--- config.mk ---
export PLATFORM = sky130hd
export DESIGN_NAME = sacp_ctrl
export DESIGN_NICKNAME = d
export VERILOG_FILES = /design/src/rtl/core/sacp_pkg.sv /design/src/rtl/core/sacp_ctrl.sv
export SDC_FILE = /design/constraint.sdc
export NUM_CORES = 1
export LEC_CHECK = 0
export BUFFER_PORTS_ARGS = -buffer_cell sky130_fd_sc_hd__buf_2
export CAP_MARGIN = 30
export CORE_AREA = 2 2 39 41
export CTS_CLUSTER_DIAMETER = 50
export CTS_CLUSTER_SIZE = 40
export DETAILED_ROUTE_END_ITERATION = 10
export DIE_AREA = 0 0 41 43
export PLACE_DENSITY = 0.3
export SETUP_SLACK_MARGIN = 0.4
export SLEW_MARGIN = 30
export SYNTH_ARGS = -nofsm -noshare
export SYNTH_HDL_FRONTEND = slang
export SYNTH_SLANG_ARGS = --single-unit
export TNS_END_PERCENT = 100
--- constraint.sdc ---
create_clock -name clock -period 2.34 [get_ports clock]
set_clock_uncertainty 0.05 [all_clocks]
set_input_delay 0.468 -clock clock [delete_from_list [all_inputs] [get_ports clock]]
set_output_delay 0.468 -clock clock [all_outputs]
set_load 0.01 [all_outputs]
--- src/rtl/core/sacp_pkg.sv ---
// Shared types and constants for the set-associative cache with next-line prefetch.
package sacp_pkg;

   localparam int DEF_SETS        = 64;
   localparam int DEF_WAYS        = 4;
   localparam int DEF_BLOCK_BYTES = 64;

   localparam int ADDR_BITS  = 32;
   localparam int STAMP_BITS = 32;

   localparam logic ACTION_WRITE = 1'b1;

   localparam int CSR_INDEX_BITS = 1;
   localparam int CSR_DATA_BITS  = 1;
   localparam logic [CSR_INDEX_BITS-1:0] CSR_REPLACE_LRU     = 1'b0;
   localparam logic [CSR_INDEX_BITS-1:0] CSR_PREFETCH_ENABLE = 1'b1;

   typedef struct packed {
      logic                 action;
      logic [ADDR_BITS-1:0] address;
   } req_type;

   typedef struct packed {
      logic       hit;
      logic [1:0] mem_reads;
      logic       mem_write;
   } rsp_type;

   typedef struct packed {
      logic load;
      logic demand;
      logic pf_read;
      logic prefetch;
      logic done;
   } cmd_type;

   typedef struct packed {
      logic pf_go;
   } sts_type;

endpackage

--- src/rtl/core/sacp_ctrl.sv ---
// Sequencer for demand lookup, optional prefetch read and prefetch lookup.
module sacp_ctrl (
   input  logic              clock,
   input  logic              reset,
   input  logic              start,
   input  sacp_pkg::sts_type sts,
   output sacp_pkg::cmd_type cmd,
   output logic              busy,
   output logic              rsp_valid
);

   localparam logic [1:0] ST_IDLE    = 2'd0;
   localparam logic [1:0] ST_DEMAND  = 2'd1;
   localparam logic [1:0] ST_PF_READ = 2'd2;
   localparam logic [1:0] ST_PF_LOOK = 2'd3;

   logic [1:0] state_ff, state_in;
   logic       valid_ff, valid_in;

   always_comb begin
      state_in = state_ff;
      cmd      = '0;
      case (state_ff)
         ST_IDLE: begin
            cmd.load = start;
            if (start) begin
               state_in = ST_DEMAND;
            end
         end
         ST_DEMAND: begin
            cmd.demand = 1'b1;
            if (sts.pf_go) begin
               state_in = ST_PF_READ;
            end else begin
               cmd.done = 1'b1;
               state_in = ST_IDLE;
            end
         end
         ST_PF_READ: begin
            cmd.pf_read = 1'b1;
            state_in    = ST_PF_LOOK;
         end
         ST_PF_LOOK: begin
            cmd.prefetch = 1'b1;
            cmd.done     = 1'b1;
            state_in     = ST_IDLE;
         end
         default: begin
            state_in = ST_IDLE;
         end
      endcase
      valid_in = cmd.done;
   end

   always_ff @(posedge clock) begin
      if (reset) begin
         state_ff <= ST_IDLE;
         valid_ff <= 1'b0;
      end else begin
         state_ff <= state_in;
         valid_ff <= valid_in;
      end
   end

   assign busy      = (state_ff != ST_IDLE);
   assign rsp_valid = valid_ff;

endmodule

==> results of run 1 <==
[per-stage QoR]
step / instance area [um^2] / util, % / hold WS (ns)
finish: 230 / 16.6 / 0.403
global route: 230 / 16.6 / 0.399
CTS: 230 / 16.6 / 0.391
detailed placement: 204 / 14.7 / 0.411
global placement: 204 / 14.7 / 0.424
floorplan: 141 / - / 0.384
[how the worst max path moves through the flow]
stage                                        start  endpoint  slack [ns]  depth (start not counted)
after CTS                 state_ff[0]$_SDFFE_PP0P_    cmd[4]        0.80                          3
after global placement                       start    cmd[4]        0.96                          3
after floorplan                                sts    cmd[0]        1.11                          2
after detailed placement                     start    cmd[4]        0.95                          3
final                     state_ff[0]$_SDFFE_PP0P_    cmd[4]        0.82                          3
after global routing      state_ff[0]$_SDFFE_PP0P_    cmd[4]        0.74                          3
[cell families (layout without fill, tap and decap cells)]
family                 Yosys count  after routing  synth area share [%]
and+or+nand+nor                  8              8                  28.3
buffers and inverters            4             17                  13.3
AOI/OAI and AO/OA                3              3                  15.9
DFF                              3              3                  42.5
[final cells by class]
type | count | area (um^2)
repair buffers | 10 | 50.0
well taps | 16 | 20.0
flip-flops and latches | 3 | 60.1
inverters | 3 | 11.3
multi-input cells | 11 | 62.6
clock buffers | 4 | 26.3
fillers | 164 | 1150
[synth_stat cells, drive strengths merged]
cell / instances
a211oi: 1
a21oi: 2
and3: 1
buf: 1
dfxtp: 3
inv: 3
nand2: 1
nand2b: 1
nand3b: 1
nor2: 3
nor3: 1
[cells in the final DEF, fill, tap and decap left out]
cell type  count
nor2_1         3
and3_1         1
buf_2         10
inv_2          1
clkbuf_4       3
dfxtp_1        3
nand3b_1       1
nor3_1         1
inv_1          2
nand2b_1       1
a211oi_2       1
clkbuf_1       1
a21oi_1        2
nand2_1        1
[routing by layer]
metal,part of all wire (%),GRT usage (%),up-vias
met3,2.5,3.14,2
met2,71,9.38,3
met1,21,2.55,74
met4,4.7,12.0,0
li1,-,-,82
met5,0,0,-
[worst max-delay path, stage by stage, from the launching register on]
cell,delay [ns]
dfxtp_1,0.35
inv_1,0.11
and3_1,0.18
buf_2,0.13
[power by group through the flow]
stage	combinational (mW)	sequential, mW	clock (mW)
3_3_place_gp	0.0255	0.0574	0
3_5_place_dp	0.0255	0.0574	0
6_report	0.0253	0.0565	0.0894
2_1_floorplan	0.0146	0.0573	0
5_1_grt	0.0283	0.0568	0.102
4_1_cts	0.0260	0.0566	0.0941
==> metrics, run 1 <==
Hold Fails Final Rpt 0; top post-synthesis cells by area dfxtp_1, a211oi_2, nor2_1; htree depth 1; reg-to-reg setup timing slack 1.59 ns; number of global-route vias before repair 154; Post-Syn Nets 22; DR pass1 iterations 1; ANT nets after route 0; max-cap violations 0; worst vdd ir 0.126 mV; DR vias 161; Layout area overhead 62.8%; Avg Inst Size Synth 7.85 um^2; post-synth top area cell dfxtp_1; routability-driven placement congestion ratio 0.638; Clock Latency Late Sink 0.23 ns; FMAX 0.659 GHz; share of the synthesized area in the top cell type 42.5%; Warnings, synthesis 0; via/cell ratio 3.43; Hold Path Class primary input to flop; Syn Inst Count 18; reg2reg path depth 2; Sw Ratio 24.5%; post-CTS sizing 0; GRT overflow 0; Post-CTS Setup Inserts 0; Starting Density 10.2%; Tot GR Track Use 6.21%; Final Max Slew Viols 0; Worst Hold Endpoint rsp_valid$_SDFF_PP0_; Slew HR 88.3%; post-synthesis sequential area ratio 42.5%; Final WS setup 0.823 ns; die boundary height 43 um; combinational power share 14.8%; final setup fails 0; CTS tree done; drt wl/cell 7.66 um; WP data required 1.82 ns; NetSw 0.0420 mW; Antenna diodes 0; setup TNS 0 ns; final wirelength 360 um; status finished, final reports clean; Tcrit/Tclk final 64.8%; initial antenna violation count 0; Design Power 0.171 mW; unrepaired setup endpoints after global routing no; Critical Path Sink Type output pin; largest net degree at the start of global routing 7; pre-CTS setup slack 0.951 ns; placed cells 43; minimum clock period 1.52 ns; Num CTS Buffers 3; first-pass GRT wire length 586 um; I/O pins 11; Crit Path Class flop to output pin; CTS Buffer Depth 2; CP arrival 1.00 ns; Hold-fix buffers, CTS 0; clock sink total 3; DP HPWL 267 um; Netlist cell types 12; Iter 0 DRT Violations 0; Critical Path Source Type flop; Non-Filler Instances 47; flops & latches, synth 3; Static Leak 0.125 nW; Die X 41 um; Pint 0.129 mW; fraction of layout cells with a size suffix above 1 48.4%; Clock Tree Root clkbuf_4; Post-Syn Area 141 um^2; Clock power frac 52.2%; pwr dens 743 nW/um^2; # port buffers 10; Reg clk slew, reported paths 0.04 ns; hold_sp reset; # nets final 36; Hold Path Stages 2; DRC viols 0; Rows 14; Core Box Area 1380 um^2; total die area 1760 um^2; Seq pwr share 33.0%; CP max FO 6; slew of the pin with the lowest slew margin 0.176 ns
Note: power is estimated with default switching activity, not from simulation.
==> run 2, diff against run 1 <==
--- a/config.mk
+++ b/config.mk
@@ -5,6 +5,7 @@
 export SDC_FILE = /design/constraint.sdc
 export NUM_CORES = 1
 export LEC_CHECK = 0
+export ABC_AREA = 1
 export BUFFER_PORTS_ARGS = -buffer_cell sky130_fd_sc_hd__buf_2
 export CAP_MARGIN = 30
 export CORE_AREA = 2 2 39 41
==> constraint.sdc (replaced) <==
create_clock -name clock -period 1.3 [get_ports clock]
set_clock_uncertainty 0.05 [all_clocks]
set_input_delay 0.26 -clock clock [delete_from_list [all_inputs] [get_ports clock]]
set_output_delay 0.26 -clock clock [all_outputs]
set_load 0.01 [all_outputs]
==> metrics, run 2 <==
post-synth top area cell dfxtp_1; Antenna diodes 0 (unchanged); Pint 0.255 mW (+98%); FMAX 0.835 GHz; number of global-route vias before repair 169 (+9.7%); htree depth 1 (unchanged); smallest hold slack 0.156 ns (-0.246 ns); Core Box Area 1380 um^2 (unchanged); Slew HR 92.9% (+4.6 points); clock sink total 3 (unchanged); CTS Buffer Depth 2 (unchanged); Syn Inst Count 22 (+4); Rows 14 (unchanged); Clock Tree Root clkbuf_4; count leader, synth inv_1; status finished, final reports clean; CP max FO 4 (-2); Iter 0 DRT Violations 3 (+3); pre-CTS setup slack 0.290 ns (-0.661 ns); die boundary height 43 um (unchanged); final setup fails 0 (unchanged); CTS tree done; drt wl/cell 7.09 um (-7.4%); final wirelength 383 um (+6.4%); Post-Syn Area 150 um^2 (+6.2%); worst vdd ir 0.396 mV (+220%); Clock power frac 45.8% (-6.4 points); Non-Filler Instances 54 (+15%); setup TNS 0 ns (unchanged); combinational power share 23.0% (+8.2 points); DP HPWL 296 um (+11%); async set-or-reset flop fraction in the synthesized netlist 0% (unchanged); FILL cells 172 (+4.9%); DRC viols 0 (unchanged); Final WS setup 0.102 ns (-0.721 ns); Hold Path Class primary input to flop; most frequent cells in the layout buf_2, inv_1; Hold Fails Final Rpt 0 (unchanged); ANT nets after route 0 (unchanged); Static Leak 0.168 nW (+34%); Main synth FF type dfxtp_1; GRT overflow 0 (unchanged); placed cells 47 (+9.3%); DR pass1 iterations 2 (+1); Hold-fix buffers, CTS 0 (unchanged); Avg Inst Size Synth 6.82 um^2 (-13%); CP arrival 0.89 ns (-0.11 ns); Tcrit/Tclk final 92.2%; I/O pins 11 (unchanged); initial antenna violation count 0 (unchanged); minimum clock period 1.20 ns; Critical Path Source Type flop; Num CTS Buffers 3 (unchanged); top cells by count, synth inv_1, nand2_1, dfxtp_1, nor2_1, a21oi_1; Crit Path Class flop to output pin; post-synthesis sequential area ratio 40.0% (-2.5 points); Layout area overhead 91.7%; max-cap violations 0 (unchanged); Final Max Slew Viols 0 (unchanged); total die area 1760 um^2 (unchanged); Starting Density 10.8% (+0.63 points); slew of the pin with the lowest slew margin 0.107 ns (-0.0689 ns); largest net degree at the start of global routing 5 (-2); top post-synthesis cells by area dfxtp_1, inv_1, nand2_1; # port buffers 10 (unchanged); flops & latches, synth 3 (unchanged); Reg clk slew, reported paths 0.04 ns (about the same); routability-driven placement congestion ratio 0.668 (+4.7%); DR vias 175 (+8.7%); Warnings, synthesis 0 (unchanged); share of the synthesized area in the top cell type 40.0% (-2.5 points); fraction of layout cells with a size suffix above 1 71.1% (+23 points); Tot GR Track Use 6.12% (-0.088 points); Sw Ratio 26.9% (+2.4 points); EDFF count, synth 0 (unchanged); first-pass GRT wire length 593 um (+1.2%); via/cell ratio 3.24 (-5.4%); Post-Syn Nets 26 (+18%); # nets final 43 (+19%); pwr dens 1210 nW/um^2 (+63%); unrepaired setup endpoints after global routing yes; commonest non-fill, non-tap cell in the layout buf_2; NetSw 0.0941 mW (+120%); Critical Path Sink Type output pin; Design Power 0.349 mW (+100%); Die X 41 um (unchanged); WP data required 0.99 ns (-0.83 ns); Seq pwr share 31.1% (-1.9 points); Clock Latency Late Sink 0.23 ns (about the same); Netlist cell types 10 (-2)
run 2: final timing paths:
check,cells past startpoint,slack (ns),endpoint,start
setup / recovery,4,0.10,cmd[4],state_ff[0]$_SDFFE_PP0P_
hold / removal,2,0.16,rsp_valid$_SDFF_PP0_,reset
setup reg to reg,4,0.46,flop,state_ff[0]$_SDFFE_PP0P_
hold reg to reg,2,0.48,rsp_valid$_SDFF_PP0_,flop
run 2: final cells by class:
class	count	area, um^2	area share (%)
clock buffer	4	26.3	9.13
inverter	6	27.5	9.57
multi-input combinational	12	70.1	24.3
sequential	3	65.1	22.6
tap	16	20.0	6.96
timing repair buffer	13	78.8	27.4
run 2: repair_timing:
action | 4_1_cts | 5_1_grt
setup endpoints to repair | 7 | 7
endpoints found under the hold margin | 0 | 0
setup buffers | 3 | 0
pin swaps | 3 | 2
resized for setup | 5 | 4
run 2: metrics by stage:
step	utilization, %	cell area, um^2
finish	20.8	288
floorplan	-	154
global route	20.8	288
detailed placement	15.6	216
global placement	15.6	216
CTS	20.1	278
run 2: power by group through the flow:
stage | sequential (mW) | clock, mW | combinational [mW]
final | 0.109 | 0.160 | 0.0804
after detailed placement | 0.107 | 0 | 0.0621
after floorplan | 0.106 | 0 | 0.0410
after CTS | 0.107 | 0.170 | 0.0795
after global routing | 0.110 | 0.179 | 0.0877
after global placement | 0.106 | 0 | 0.0621
run 2: worst max-delay path, stage by stage, from the launching register on:
cell	delay, ns
dfxtp_4	0.36
inv_4	0.07
nand2_4	0.05
nor2_2	0.06
buf_2	0.13
run 2: logic make-up (layout without fill, tap and decap cells):
group,after synthesis,after routing,synth area share [%]
buf+inv,7,23,20.0
simple gates,10,10,33.3
flops,3,3,40.0
compound gates,2,2,6.67
run 2: per-layer routing:
metal / up-vias / GRT usage [%] / routed length [um]
met5: - / 0 / 0
met1: 72 / 5.13 / 170
met4: 0 / 6.00 / 0
met2: 10 / 6.56 / 139
li1: 93 / - / -
met3: 0 / 7.85 / 73
